--- src/hw/rtl/lkvc_pkg.sv ---
package lkvc_pkg;

   localparam int CAP_W            = 4;
   localparam logic [CAP_W-1:0] CAP_RESET = 4'd8;

   localparam int MAX_ENTRIES_DEF  = 8;
   localparam int KEY_BITS_DEF     = 31;
   localparam int VALUE_BITS_DEF   = 31;

   localparam logic ACTION_GET = 1'b0;
   localparam logic ACTION_PUT = 1'b1;

   // Per-transaction control broadcast to every cell of the chain
   typedef struct packed {
      logic accept;  // transaction taken this cycle
      logic put;     // put rather than get
      logic hit;     // key found somewhere in the chain
      logic full;    // fill has reached the capacity in use
   } cell_cmd_type;

endpackage

--- src/hw/rtl/lru_key_value_cache.sv ---
// Fully associative key-value cache with least-recently-used replacement.
//
// Request channel (req_valid / req_stall): req_action selects get or put,
// req_key is the key, req_write_value the value stored by a put. A request
// is taken at a clock edge with req_valid high and req_stall low.
// Response channel (rsp_valid / rsp_stall): one response per request, in
// order. rsp_hit reports whether the key was present; rsp_read_value holds
// the stored value on a get hit and zero otherwise.
// The response is registered, and one request per cycle is sustained while
// the response is not stalled: every cell of the recency chain compares its
// key, and the shifting cells move their entries to their neighbors together.
// When the receiver stalls, the response is held and req_stall rises only
// while the held response is still stalled.
// csr_write_enable / csr_write_data set the capacity in use (0 acts as 1,
// values above the entry count act as the entry count); write it only while
// no request is in flight. Reset empties the cache at once and sets the
// capacity to 8.
module lru_key_value_cache #(
   parameter int MAX_ENTRIES = lkvc_pkg::MAX_ENTRIES_DEF,
   parameter int KEY_BITS    = lkvc_pkg::KEY_BITS_DEF,
   parameter int VALUE_BITS  = lkvc_pkg::VALUE_BITS_DEF
) (
   input  logic                       clock,
   input  logic                       reset,
   input  logic                       req_valid,
   output logic                       req_stall,
   input  logic                       req_action,
   input  logic [KEY_BITS-1:0]        req_key,
   input  logic [VALUE_BITS-1:0]      req_write_value,
   output logic                       rsp_valid,
   input  logic                       rsp_stall,
   output logic                       rsp_hit,
   output logic [VALUE_BITS-1:0]      rsp_read_value,
   input  logic                       csr_write_enable,
   input  logic [lkvc_pkg::CAP_W-1:0] csr_write_data
);
   import lkvc_pkg::*;

   logic [CAP_W-1:0]      cap_ff, cap_in;
   logic                  rsp_valid_ff, rsp_valid_in;
   logic                  rsp_hit_ff, rsp_hit_in;
   logic [VALUE_BITS-1:0] rsp_read_value_ff, rsp_read_value_in;

   logic                  accept;
   logic                  is_put;
   logic                  full;
   logic                  head_hit;
   logic [VALUE_BITS-1:0] head_data;
   logic [VALUE_BITS-1:0] new_data;
   cell_cmd_type          cmd;

   logic [MAX_ENTRIES:0]                 hit_chain;
   logic [MAX_ENTRIES:0][VALUE_BITS-1:0] data_chain;
   logic [MAX_ENTRIES-1:0]               cell_valid;
   logic [MAX_ENTRIES-1:0][KEY_BITS-1:0] cell_key;
   logic [MAX_ENTRIES-1:0][VALUE_BITS-1:0] cell_data;

   assign req_stall = rsp_valid_ff && rsp_stall;
   assign accept    = req_valid && !req_stall;
   assign is_put    = (req_action == ACTION_PUT);

   assign hit_chain[MAX_ENTRIES]  = 1'b0;
   assign data_chain[MAX_ENTRIES] = '0;
   assign head_hit  = hit_chain[0];
   assign head_data = data_chain[0];

   // Filled cells form a prefix, so the fill reaches the capacity when the
   // cell at that depth holds an entry; the last cell covers oversized values.
   always_comb begin
      full = 1'b0;
      for (int i = 0; i < MAX_ENTRIES; i++) begin
         if (cell_valid[i] && ((32'(cap_ff) <= 32'(i + 1)) || (i == MAX_ENTRIES - 1))) begin
            full = 1'b1;
         end
      end
   end

   assign new_data = is_put ? req_write_value : head_data;

   always_comb begin
      cmd.accept = accept;
      cmd.put    = is_put;
      cmd.hit    = head_hit;
      cmd.full   = full;
   end

   for (genvar g = 0; g < MAX_ENTRIES; g++) begin : g_cell
      logic                  up_valid;
      logic [KEY_BITS-1:0]   up_key;
      logic [VALUE_BITS-1:0] up_data;

      if (g == 0) begin : g_head
         assign up_valid = 1'b1;
         assign up_key   = req_key;
         assign up_data  = new_data;
      end else begin : g_body
         assign up_valid = cell_valid[g-1];
         assign up_key   = cell_key[g-1];
         assign up_data  = cell_data[g-1];
      end

      lkvc_cell #(
         .KEY_BITS   (KEY_BITS),
         .VALUE_BITS (VALUE_BITS)
      ) u_cell (
         .clock      (clock),
         .reset      (reset),
         .cmd        (cmd),
         .req_key    (req_key),
         .up_valid   (up_valid),
         .up_key     (up_key),
         .up_data    (up_data),
         .hit_below  (hit_chain[g+1]),
         .data_below (data_chain[g+1]),
         .hit_out    (hit_chain[g]),
         .data_out   (data_chain[g]),
         .valid      (cell_valid[g]),
         .key        (cell_key[g]),
         .data       (cell_data[g])
      );
   end

   always_comb begin
      cap_in = cap_ff;
      if (csr_write_enable) begin
         cap_in = csr_write_data;
      end
   end

   always_comb begin
      rsp_valid_in      = rsp_valid_ff;
      rsp_hit_in        = rsp_hit_ff;
      rsp_read_value_in = rsp_read_value_ff;
      if (accept) begin
         rsp_valid_in      = 1'b1;
         rsp_hit_in        = head_hit;
         rsp_read_value_in = (head_hit && !is_put) ? head_data : '0;
      end else if (!rsp_stall) begin
         // drop the response once taken
         rsp_valid_in = 1'b0;
      end
   end

   always_ff @(posedge clock) begin
      if (reset) begin
         cap_ff       <= CAP_RESET;
         rsp_valid_ff <= 1'b0;
      end else begin
         cap_ff       <= cap_in;
         rsp_valid_ff <= rsp_valid_in;
      end
   end

   always_ff @(posedge clock) begin
      rsp_hit_ff        <= rsp_hit_in;
      rsp_read_value_ff <= rsp_read_value_in;
   end

   assign rsp_valid      = rsp_valid_ff;
   assign rsp_hit        = rsp_hit_ff;
   assign rsp_read_value = rsp_read_value_ff;

endmodule

--- src/hw/rtl/lkvc_cell.sv ---
module lkvc_cell #(
   parameter int KEY_BITS   = lkvc_pkg::KEY_BITS_DEF,
   parameter int VALUE_BITS = lkvc_pkg::VALUE_BITS_DEF
) (
   input  logic                   clock,
   input  logic                   reset,
   input  lkvc_pkg::cell_cmd_type cmd,
   input  logic [KEY_BITS-1:0]    req_key,
   // entry arriving from the more recent neighbor
   input  logic                   up_valid,
   input  logic [KEY_BITS-1:0]    up_key,
   input  logic [VALUE_BITS-1:0]  up_data,
   // match summary from the less recent neighbors
   input  logic                   hit_below,
   input  logic [VALUE_BITS-1:0]  data_below,
   // match summary including this cell
   output logic                   hit_out,
   output logic [VALUE_BITS-1:0]  data_out,
   // stored entry
   output logic                   valid,
   output logic [KEY_BITS-1:0]    key,
   output logic [VALUE_BITS-1:0]  data
);
   import lkvc_pkg::*;

   logic                  valid_ff, valid_in;
   logic [KEY_BITS-1:0]   key_ff, key_in;
   logic [VALUE_BITS-1:0] data_ff, data_in;
   logic                  match;
   logic                  shift;

   assign match    = valid_ff && (key_ff == req_key);
   assign hit_out  = match | hit_below;
   assign data_out = (match ? data_ff : '0) | data_below;

   // Cells from the head down to the hit, or over the whole filled prefix
   // (plus the first empty cell when not full) on an insert, move down by one.
   always_comb begin
      if (cmd.hit) begin
         shift = hit_out;
      end else if (cmd.put) begin
         shift = cmd.full ? valid_ff : up_valid;
      end else begin
         shift = 1'b0;
      end
   end

   always_comb begin
      valid_in = valid_ff;
      key_in   = key_ff;
      data_in  = data_ff;
      if (cmd.accept && shift) begin
         valid_in = up_valid;
         key_in   = up_key;
         data_in  = up_data;
      end
   end

   always_ff @(posedge clock) begin
      if (reset) begin
         valid_ff <= 1'b0;
      end else begin
         valid_ff <= valid_in;
      end
   end

   always_ff @(posedge clock) begin
      key_ff  <= key_in;
      data_ff <= data_in;
   end

   assign valid = valid_ff;
   assign key   = key_ff;
   assign data  = data_ff;

endmodule
--- config.mk ---
export PLATFORM = sky130hd
export DESIGN_NAME = lru_key_value_cache
export DESIGN_NICKNAME = d
export VERILOG_FILES = /design/src/hw/rtl/lkvc_pkg.sv /design/src/hw/rtl/lru_key_value_cache.sv /design/src/hw/rtl/lkvc_cell.sv
export SDC_FILE = /design/constraint.sdc
export NUM_CORES = 1
export LEC_CHECK = 0
export ABC_AREA = 1
export BUFFER_PORTS_ARGS = -buffer_cell sky130_fd_sc_hd__buf_2
export CAP_MARGIN = 10
export CORE_UTILIZATION = 55
export CTS_CLUSTER_SIZE = 28
export DETAILED_ROUTE_END_ITERATION = 8
export PLACE_DENSITY = 0.81
export SLEW_MARGIN = 40
export SYNTH_ARGS = -nofsm -noshare
export SYNTH_HDL_FRONTEND = slang
export SYNTH_SLANG_ARGS = --single-unit
--- constraint.sdc ---
create_clock -name clock -period 5.8 [get_ports clock]
set_clock_uncertainty 0.15 [all_clocks]
set_input_delay 0 -clock clock [delete_from_list [all_inputs] [get_ports clock]]
set_output_delay 0 -clock clock [all_outputs]
set_load 0.1 [all_outputs]
==> impl_metrics.py, run 1 <==
metrics = {
    "pwr": {
        "clock_power_share": 0.405,
        "total_switching_power_mw": 1.93,
        "power_frac_seq": 0.535,
        "fraction_of_power_spent_switching_nets": 0.234,
        "intPower_mw": 6.31,
        "worst_ir_drop_vdd_mv": 0.269,
        "fraction_of_power_consumed_by_combinational_cells": 0.060,
        "cellLeakagePower_nw": 10.1,
        "pwr_density_cell_mw_per_mm2": 313,
    },
    "logic_synthesis": {
        "synth_top_area_share": 0.694,
        "edff_count_synth": 528,
        "post_synth_inst_count": 1906,
        "yosys_register_bits": 541,
        "synth_nets": 1978,
        "synth-seq-area-share": 0.705,
        "post_synthesis_cell_area_mm2": 0.0229,
        "dominantRegCellSynth": "sky130_fd_sc_hd__edfxtp_1",
        "synthTopCellsByArea": "sky130_fd_sc_hd__edfxtp_1 69%, sky130_fd_sc_hd__nand2_1 8.5%, sky130_fd_sc_hd__a22o_1 3.1%",
        "synth_warn": 0,
        "post_synthesis_async_set_or_reset_flop_share": 0,
        "synth_area_leader_cell": "sky130_fd_sc_hd__edfxtp_1",
        "postSynthAreaPerCell_um2": 12.0,
        "synth_cell_types": 45,
    },
    "critical_path": {
        "critical-path-top-cell-by-count": "sky130_fd_sc_hd__nand2_1",
        "worst_ep_required_time_ps": 5900,
        "worst-endpoint-arrival_ps": 4060,
        "slowest_delay_ps": 570,
        "critical_path_maximum_fanout": 33,
        "crit_path_top_delay_cell": "sky130_fd_sc_hd__inv_2",
        "r2r_setup_slack_ps": 1840,
        "depth_of_the_most_critical_reg_to_reg_path": 14,
        "worst-setup-path-type": "reg -> reg",
        "worstSetupEndpointType": "register",
        "start_kind": "register",
        "path_cells": "inv_1 -> nand2_1 -> nand4_1 -> nor3_1 -> nand2_1 -> nor2_1 -> nand2_1 -> clkinv_2 -> nor2_8 -> nand3_4 -> nand2_2 -> nand3_2 -> inv_2 -> buf_4",
    },
    "drt": {
        "routed_wl_um": 63400,
        "drc_errors": 0,
        "num_vias": 16000,
        "first_iter_violations": 2122,
        "routed_via_density": 5.98,
        "dr.pass1.iters": 8,
        "antenna_violating_nets_left": 0,
        "detail_route.wl_per_cell_um": 23.7,
    },
    "cells_and_area": {
        "multi_input_gate_area_in_the_final_layout_mm2": 0.00561,
        "diodes": 0,
        "fin_nets": 2177,
        "synthToLayoutAreaGrowth_pct": 15.2,
        "nFillCells": 3003,
        "layout_utilization": 0.643,
        "layout.area.seq_mm2": 0.0161,
        "post_route_cells_drive_above_1_share": 0.139,
    },
    "global_route": {
        "overflow": 0,
        "grt_max_degree": 63,
        "global_route.usage.total": 0.304,
        "grt_pass1_vias": 15600,
        "antenna_found_initial": 2,
        "grt_first_pass_wirelength_um": 93600,
    },
    "floorplan": {
        "design.die.area_mm2": 0.0424,
        "io_pins": 106,
        "floorplan.initialDensity": 0.559,
        "placement_rows": 74,
        "design.core.area_mm2": 0.0409,
        "dieWidth_um": 206,
        "die-height_um": 206,
    },
    "placement": {
        "detailedPlacementHpwl_um": 41900,
        "place.port_buffers": 105,
        "globalplace.congestion": 1.02,
    },
    "status": {
        "outcome": "complete, no violations",
    },
    "timing": {
        "timing_worst_slew_pin_value_ps": 828,
        "max_clock_freq_mhz": 253,
        "period_minus_slack_ps": 3960,
        "tns_ps": 0,
        "drv_slew": 0,
        "rsz0062_at_grt": "no",
        "finalCritPeriodShare": 0.682,
        "slew_headroom": 0.448,
        "final-hold-violation-count": 0,
        "finalSetupViolCount": 0,
    },
    "run": {
        "cap_violations": 0,
    },
    "hold_path": {
        "timing.hold.worst_path_depth": 4,
        "hold_path_class": "in -> reg",
    },
    "cts": {
        "clk-insertion-delay-late_ps": 630,
        "clockBufferDepth": 3,
        "numCtsBuffers": 54,
        "clkTransAtPathRegs_ps": 60,
        "tritoncts": "built",
        "cts-resized-gates": 0,
        "clkSinkCount": 541,
        "root_buffer": "sky130_fd_sc_hd__clkbuf_16",
        "htree_num_levels": 2,
    },
}
-- state kept, by name, indices dropped and copies added, names as in the netlist --
| name | cells |
|---|---|
| cap_ff | 4 |
| g_cell.u_cell.data | 248 |
| g_cell.u_cell.key | 248 |
| g_cell.u_cell.valid | 8 |
| rsp_hit | 1 |
| rsp_read_value | 31 |
| rsp_valid | 1 |
-- path summary, 6_finish.rpt --
kind                               end                 startpoint
min reg2reg  g_cell[6].u_cell.data[23]  g_cell[5].u_cell.data[23]
max            g_cell[5].u_cell.key[0]    g_cell[2].u_cell.key[6]
min          g_cell[0].u_cell.data[21]                 req_action
max reg2reg    g_cell[5].u_cell.key[0]    g_cell[2].u_cell.key[6]
-- power groups by stage --
stage               combinational [mW]  clock [mW]  sequential (mW)
detailed placement               0.438           0             4.49
global placement                 0.431           0             4.49
finish                           0.494        3.34             4.41
floorplan                        0.211           0             4.55
CTS                              0.483        3.34             4.41
global route                     0.522        3.47             4.42
-- routing by layer --
metal / global-route usage / vias up / part of all wire
met5: 0 / - / 0.00020
met4: 0.129 / 2 / 0.043
met3: 0.0615 / 192 / 0.12
met2: 0.470 / 1101 / 0.46
met1: 0.420 / 7731 / 0.38
li1: - / 7004 / -
-- cells in the mapped netlist, types with 11 or more instances --
cell,instances
sky130_fd_sc_hd__dfxtp_1,13
sky130_fd_sc_hd__a21oi_1,14
sky130_fd_sc_hd__nand3_1,28
sky130_fd_sc_hd__o22ai_1,16
sky130_fd_sc_hd__o21ai_1,13
sky130_fd_sc_hd__nor3_1,23
sky130_fd_sc_hd__clkbuf_1,11
sky130_fd_sc_hd__nand4_1,45
sky130_fd_sc_hd__inv_1,161
sky130_fd_sc_hd__or2_0,12
sky130_fd_sc_hd__o21ai_0,33
sky130_fd_sc_hd__a22o_1,81
sky130_fd_sc_hd__edfxtp_1,528
sky130_fd_sc_hd__xor2_1,21
sky130_fd_sc_hd__a21oi_2,19
sky130_fd_sc_hd__xnor2_1,31
sky130_fd_sc_hd__nand2_1,517
sky130_fd_sc_hd__buf_2,35
sky130_fd_sc_hd__nor2_1,163
sky130_fd_sc_hd__inv_2,48
sky130_fd_sc_hd__a32o_1,29
-- per-stage QoR --
| stage | setup slack, ps | hold WS (ps) | power (mW) | std cells | cell area, um2 |
|---|---|---|---|---|---|
| after floorplan | 642 | -80.9 | 4.76 | 1906 | 22900 |
| after global placement | 1700 | 74.1 | 4.92 | 2500 | 23900 |
| after detailed placement | 1910 | 91.8 | 4.93 | 2501 | 23900 |
| after CTS | 1860 | 11.0 | 8.23 | 2679 | 26300 |
| after global routing | 1630 | 50.6 | 8.41 | 2679 | 26300 |
| final | 1840 | 23.6 | 8.25 | 2679 | 26300 |
-- layout by cell type (no fill, tap or decap), types with 3 or more instances in the layout --
master / netlist / layout
sky130_fd_sc_hd__nand2_2: 7 / 7
sky130_fd_sc_hd__a21oi_1: 14 / 13
sky130_fd_sc_hd__nand2_1: 517 / 517
sky130_fd_sc_hd__a21oi_2: 19 / 18
sky130_fd_sc_hd__o21ai_1: 13 / 13
sky130_fd_sc_hd__xnor2_1: 31 / 31
sky130_fd_sc_hd__xor2_1: 21 / 21
sky130_fd_sc_hd__clkinv_2: 1 / 14
sky130_fd_sc_hd__nor2_4: 3 / 5
sky130_fd_sc_hd__a32o_1: 29 / 29
sky130_fd_sc_hd__inv_2: 48 / 52
sky130_fd_sc_hd__o22ai_1: 16 / 16
sky130_fd_sc_hd__nand4_1: 45 / 45
sky130_fd_sc_hd__dlygate4sd3_1: 0 / 80
sky130_fd_sc_hd__or2_1: 7 / 7
sky130_fd_sc_hd__clkbuf_16: 0 / 55
sky130_fd_sc_hd__nand3_1: 28 / 28
sky130_fd_sc_hd__clkbuf_1: 11 / 10
sky130_fd_sc_hd__nor2_1: 163 / 159
sky130_fd_sc_hd__clkinv_1: 2 / 18
sky130_fd_sc_hd__a22o_1: 81 / 81
sky130_fd_sc_hd__buf_2: 35 / 105
sky130_fd_sc_hd__a221oi_1: 7 / 7
sky130_fd_sc_hd__inv_1: 161 / 156
sky130_fd_sc_hd__o21ai_0: 33 / 33
sky130_fd_sc_hd__nor3_1: 23 / 23
sky130_fd_sc_hd__edfxtp_1: 528 / 528
sky130_fd_sc_hd__nand3_2: 3 / 3
sky130_fd_sc_hd__buf_4: 8 / 17
sky130_fd_sc_hd__or2_0: 12 / 12
sky130_fd_sc_hd__dfxtp_1: 13 / 13
sky130_fd_sc_hd__nor2_2: 1 / 3
sky130_fd_sc_hd__o211ai_1: 4 / 4
-- timing repair --
action                                 CTS  global route
hold buffers                            80             0
endpoints found under the hold margin   84             0
setup buffers                            0             0
-- kinds of logic after synthesis --
group	Yosys count	share of synthesized area
compound gates	221	0.0743
xor+xnor	52	0.0199
buf+inv	276	0.0513
simple gates	816	0.149
flops	541	0.705
-- cell type report --
type,count,share of cell area
tap,532,0.0253
sequential,541,0.612
timing repair buffer,206,0.0574
clock inverter,33,0.00813
multi-input combinational,1089,0.213
inverter,213,0.0306
clock buffer,65,0.0537
-- worst max-delay path: cells and delay by family, from the launching register on --
family | cells | cell delay [ps]
AND/OR/NAND/NOR | 10 | 1180
buffers and inverters | 4 | 1780
flip-flops | 1 | 440
Power figures use the tool's default switching activity.
==> inputs of run 2 (changes only) <==
--- a/config.mk
+++ b/config.mk
@@ -11,7 +11,7 @@
 export CORE_UTILIZATION = 55
 export CTS_CLUSTER_SIZE = 28
 export DETAILED_ROUTE_END_ITERATION = 8
-export PLACE_DENSITY = 0.81
+export PLACE_DENSITY = 0.79
 export SLEW_MARGIN = 40
 export SYNTH_ARGS = -nofsm -noshare
 export SYNTH_HDL_FRONTEND = slang
==> constraint.sdc (replaced) <==
create_clock -name clock -period 4.1 [get_ports clock]
set_clock_uncertainty 0.15 [all_clocks]
set_input_delay 0 -clock clock [delete_from_list [all_inputs] [get_ports clock]]
set_output_delay 0 -clock clock [all_outputs]
set_load 0.1 [all_outputs]
==> run 2 against run 1 <==
Effect of this change:
- die area did not move
- count of clock-buffer cells in the layout rose by 2
- power rose by 47%
- sequential cell count did not move
- register-to-register slack got worse by 1300 ps
==> impl_metrics.py, run 2 (synthesis results as in run 1) <==
metrics = {
    "status": {
        "outcome": "complete, no violations",
    },
    "run": {
        "cap_violations": 0,
    },
    "pwr": {
        "fraction_of_power_spent_switching_nets": 0.222,
        "totalPowerFinal_mw": 12.1,
        "power_frac_seq": 0.515,
        "pwr_density_cell_mw_per_mm2": 455,
        "fraction_of_power_consumed_by_combinational_cells": 0.058,
        "cellLeakagePower_nw": 10.3,
        "intPower_mw": 9.42,
        "total_switching_power_mw": 2.69,
        "clock_power_share": 0.427,
        "worst_ir_drop_vdd_mv": 0.372,
    },
    "cells_and_area": {
        "post_route_cells_drive_above_1_share": 0.148,
        "mostFrequentLayoutCell": "sky130_fd_sc_hd__edfxtp_1",
        "synthToLayoutAreaGrowth_pct": 16.5,
        "diodes": 0,
        "fin_nets": 2181,
        "mostFrequentLayoutCells": "528 x sky130_fd_sc_hd__edfxtp_1, 517 x sky130_fd_sc_hd__nand2_1, 160 x sky130_fd_sc_hd__nor2_1",
    },
    "cts": {
        "numCtsBuffers": 53,
        "htree_num_levels": 2,
        "clk-insertion-delay-late_ps": 600,
        "tritoncts": "built",
        "clockBufferDepth": 3,
        "clkTransAtPathRegs_ps": 60,
        "root_buffer": "sky130_fd_sc_hd__clkbuf_16",
        "clkSinkCount": 541,
        "post_cts_buffers": 0,
    },
    "drt": {
        "detail_route.wl_per_cell_um": 23.2,
        "dr.pass1.iters": 6,
        "routed_wl_um": 62400,
        "routed_via_density": 5.94,
        "antenna_violating_nets_left": 0,
        "num_vias": 15900,
        "first_iter_violations": 1952,
        "drc_errors": 0,
    },
    "global_route": {
        "antenna_found_initial": 0,
        "overflow": 0,
        "global_route.usage.total": 0.298,
        "grt_pass1_vias": 15600,
        "grt_first_pass_wirelength_um": 92500,
        "grt_max_degree": 63,
    },
    "floorplan": {
        "die-height_um": 206,
        "design.core.area_mm2": 0.0409,
        "design.die.area_mm2": 0.0424,
        "io_pins": 106,
        "floorplan.initialDensity": 0.559,
        "dieWidth_um": 206,
        "placement_rows": 74,
    },
    "critical_path": {
        "worstSetupEndpointType": "register",
        "path_cells": "inv_1 -> o21ai_0 -> nand2_1 -> nand3_1 -> o21ai_0 -> nand2_1 -> a21oi_1 -> o21ai_0 -> o31ai_1 -> nand2_1 -> inv_2 -> buf_12",
        "worst-endpoint-arrival_ps": 3630,
        "start_kind": "register",
        "slowest_delay_ps": 570,
        "critical_path_maximum_fanout": 32,
        "r2r_setup_slack_ps": 580,
        "worst-setup-path-type": "reg -> reg",
        "crit_path_top_delay_cell": "sky130_fd_sc_hd__inv_2",
        "worst_ep_required_time_ps": 4210,
    },
    "timing": {
        "timing_worst_slew_pin_value_ps": 774,
        "finalCritPeriodShare": 0.859,
        "final-hold-violation-count": 0,
        "slew_headroom": 0.484,
        "drv_slew": 0,
        "period_minus_slack_ps": 3520,
        "max_clock_freq_mhz": 284,
        "final_critical_path_setup_slack_ps": 578,
        "finalSetupViolCount": 0,
        "tns_ps": 0,
        "rsz0062_at_grt": "no",
    },
    "placement": {
        "globalplace.congestion": 1.01,
        "worst_setup_slack_after_placement_ps": 794,
        "detailedPlacementHpwl_um": 40300,
        "place.port_buffers": 105,
    },
    "hold_path": {
        "hold_path_class": "in -> reg",
    },
}
==> run 2: power by group through the flow <==
stage / clock network [mW] / registers, mW / logic [mW]
final: 5.17 / 6.23 / 0.706
after global routing: 5.35 / 6.24 / 0.746
after CTS: 5.16 / 6.23 / 0.692
after detailed placement: 0 / 6.35 / 0.628
after global placement: 0 / 6.34 / 0.619
after floorplan: 0 / 6.43 / 0.301
==> run 2: what timing repair did <==
action	CTS	global route
resized for setup	0	0
endpoints found under the hold margin	75	0
setup endpoints to repair	0	0
hold buffers	77	0
==> run 2: cell type report <==
class                           instances  area [um2]
Sequential cell                       541       16100
Fill cell                            2927       14300
Multi-Input combinational cell       1089        5600
Timing Repair Buffer                  211        1610
Clock buffer                           67        1440
Inverter                              213         803
Tap cell                              532         666
Clock inverter                         32         398
==> run 2: stage by stage <==
step | hold WS, ps | std cells | util | instance area (um2)
after floorplan | -80.9 | 1906 | - | 22900
after global placement | 73.8 | 2508 | 0.587 | 24000
after detailed placement | 91.6 | 2509 | 0.587 | 24000
after CTS | 44.9 | 2685 | 0.651 | 26600
after global routing | 91.6 | 2685 | 0.651 | 26600
final | 70.5 | 2685 | 0.651 | 26600
==> run 2: metal layers <==
metal  global-route usage  part of all wire
met2                0.459              0.46
met1                0.416              0.39
met4                0.145             0.046
met3               0.0486              0.11
met5                    0                 0
==> run 2: path summary, 6_finish.rpt <==
kind / from / end / cells after the start
setup reg to reg: g_cell[0].u_cell.valid / g_cell[2].u_cell.data[13] / 12
hold reg to reg: g_cell[2].u_cell.data[3] / g_cell[3].u_cell.data[3] / 0
setup / recovery: g_cell[0].u_cell.valid / g_cell[2].u_cell.data[13] / 12
hold / removal: req_valid / rsp_read_value[14] / 4
==> run 2: worst max-delay path: cells and delay by family, from the launching register on <==
kind / cells / cell delay (ps)
DFF: 1 / 310
AOI/OAI and AO/OA: 5 / 920
buffers and inverters: 3 / 1180
and+or+nand+nor: 4 / 620
==> inputs of run 3 (changes only) <==
--- a/config.mk
+++ b/config.mk
@@ -6,7 +6,7 @@
 export NUM_CORES = 1
 export LEC_CHECK = 0
 export ABC_AREA = 1
-export BUFFER_PORTS_ARGS = -buffer_cell sky130_fd_sc_hd__buf_2
+export BUFFER_PORTS_ARGS = -buffer_cell sky130_fd_sc_hd__buf_4
 export CAP_MARGIN = 10
 export CORE_UTILIZATION = 55
 export CTS_CLUSTER_SIZE = 28
==> run 3 against run 2 <==
Effect of this change:
- critical path depth up 1
- critical path type unchanged
- via count down 1.7%
- routed wire length down 0.72%
- combinational power up 4.2%
==> impl_metrics.py, run 3 (synthesis results as in run 1) <==
metrics = {
    "cells_and_area": {
        "mostFrequentLayoutCell": "sky130_fd_sc_hd__edfxtp_1",
        "multi_input_gate_area_in_the_final_layout_mm2": 0.00560,
        "mostFrequentLayoutCells": "528 x sky130_fd_sc_hd__edfxtp_1, 517 x sky130_fd_sc_hd__nand2_1, 160 x sky130_fd_sc_hd__nor2_1",
        "synthToLayoutAreaGrowth_pct": 17.5,
        "diodes": 0,
        "layout.area.seq_mm2": 0.0161,
        "nFillCells": 2933,
        "post_route_cells_drive_above_1_share": 0.141,
        "fin_nets": 2179,
    },
    "critical_path": {
        "cp_top_family": "simple AND/OR/NAND/NOR gates",
        "start_kind": "register",
        "worst_ep_required_time_ps": 4420,
        "worst-endpoint-arrival_ps": 3530,
        "path_cells": "xnor2_1 -> nand2_1 -> nor3_1 -> nand2_1 -> nor2_1 -> nand2_2 -> inv_2 -> buf_4 -> a22o_1 -> nor2_1 -> a21oi_2 -> inv_2 -> nand2_1",
        "critical_path_maximum_fanout": 19,
        "worst-setup-path-type": "reg -> reg",
        "worstSetupEndpointType": "register",
        "slowest_delay_ps": 550,
        "crit_path_top_delay_cell": "sky130_fd_sc_hd__nor3_1",
        "critical-path-top-cell-by-count": "sky130_fd_sc_hd__nand2_1",
        "path_buf_inv": 3,
    },
    "drt": {
        "num_vias": 15700,
        "routed_via_density": 5.84,
        "dr.pass1.iters": 8,
        "detail_route.wl_per_cell_um": 23.1,
        "antenna_violating_nets_left": 0,
        "drc_errors": 0,
        "first_iter_violations": 1832,
        "routed_wl_um": 61900,
    },
    "global_route": {
        "grt_pass1_vias": 15400,
        "overflow": 0,
        "grt_first_pass_wirelength_um": 92500,
        "global_route.usage.total": 0.299,
        "grt_max_degree": 63,
        "antenna_found_initial": 0,
    },
    "cts": {
        "cts_hold_fix_bufs": 79,
        "clockBufferDepth": 3,
        "tritoncts": "built",
        "clk-insertion-delay-late_ps": 610,
        "clkSinkCount": 541,
        "cts-resized-gates": 0,
        "post_cts_buffers": 0,
        "htree_num_levels": 2,
        "clkTransAtPathRegs_ps": 70,
        "numCtsBuffers": 53,
        "root_buffer": "sky130_fd_sc_hd__clkbuf_16",
    },
    "placement": {
        "globalplace.congestion": 0.976,
        "detailedPlacementHpwl_um": 40800,
        "place.port_buffers": 105,
    },
    "timing": {
        "tns_ps": 0,
        "final-hold-violation-count": 0,
        "period_minus_slack_ps": 3210,
        "drv_slew": 0,
        "timing_worst_slew_pin_value_ps": 777,
        "finalCritPeriodShare": 0.783,
        "slew_headroom": 0.479,
        "finalSetupViolCount": 0,
        "max_clock_freq_mhz": 312,
        "hold-worst-slack_ps": 32.3,
        "rsz0062_at_grt": "no",
    },
    "floorplan": {
        "dieWidth_um": 206,
        "die-height_um": 206,
        "floorplan.initialDensity": 0.559,
        "io_pins": 106,
        "design.core.area_mm2": 0.0409,
        "placement_rows": 74,
        "design.die.area_mm2": 0.0424,
    },
    "pwr": {
        "cellLeakagePower_nw": 10.3,
        "worst_ir_drop_vdd_mv": 0.364,
        "pwr_density_cell_mw_per_mm2": 448,
    },
    "hold_path": {
        "hold_path_class": "in -> reg",
    },
    "run": {
        "cap_violations": 0,
    },
    "status": {
        "outcome": "complete, no violations",
    },
}
## run 3: cell count changes in the layout (fill, tap and decap cells not counted), moves of 3 or more
cell,before,now
sky130_fd_sc_hd__buf_4,21,120
sky130_fd_sc_hd__buf_2,105,0
sky130_fd_sc_hd__clkbuf_1,9,12
sky130_fd_sc_hd__clkinv_2,15,9
sky130_fd_sc_hd__buf_12,7,10
sky130_fd_sc_hd__clkinv_1,7,14
## run 3: through the flow
step	cell area, um2	setup WS, ps	util	cells	power [mW]
4_1_cts	26800	976	0.656	2683	12.0
2_1_floorplan	22900	20.9	-	1906	6.73
6_report	26800	890	0.656	2683	12.0
5_1_grt	26800	746	0.656	2683	12.3
3_5_place_dp	24300	1000	0.594	2505	7.01
3_3_place_gp	24300	1000	0.594	2505	6.99
## run 3: cell type report
| cell class | count | area share |
|---|---|---|
| tap | 532 | 0.0248 |
| sequential | 541 | 0.600 |
| clock inverter | 32 | 0.0138 |
| clock buffer | 67 | 0.0521 |
| timing repair buffer | 209 | 0.0705 |
| multi-input combinational | 1089 | 0.209 |
| inverter | 213 | 0.0299 |
## run 3: per-layer routing
metal | up-vias | track usage | routed length [um]
met4 | 0 | 0.133 | 2610
met2 | 1020 | 0.454 | 28400
met3 | 166 | 0.0620 | 7010
met1 | 7480 | 0.420 | 23900
li1 | 7001 | - | -
met5 | - | 0 | 0
## run 3: where the power goes
part	switching (mW)	internal, mW
clock	2.12	2.92
combinational	0.508	0.228
sequential	0.0731	6.16
## run 3: tightest hold or removal path, cell delays in order
cell,delay (ps)
sky130_fd_sc_hd__dlygate4sd3_1,520
sky130_fd_sc_hd__buf_4,160
sky130_fd_sc_hd__a21oi_1,50
## run 3: path summary, 6_finish.rpt
kind,start,to,slack (ps),cells past startpoint
max,g_cell[0].u_cell.key[4],g_cell[0].u_cell.data[27],890,13
min,reset,g_cell[0].u_cell.valid,30,3
max reg2reg,g_cell[0].u_cell.key[4],g_cell[0].u_cell.data[27],890,13
min reg2reg,g_cell[5].u_cell.data[29],g_cell[6].u_cell.data[29],300,0
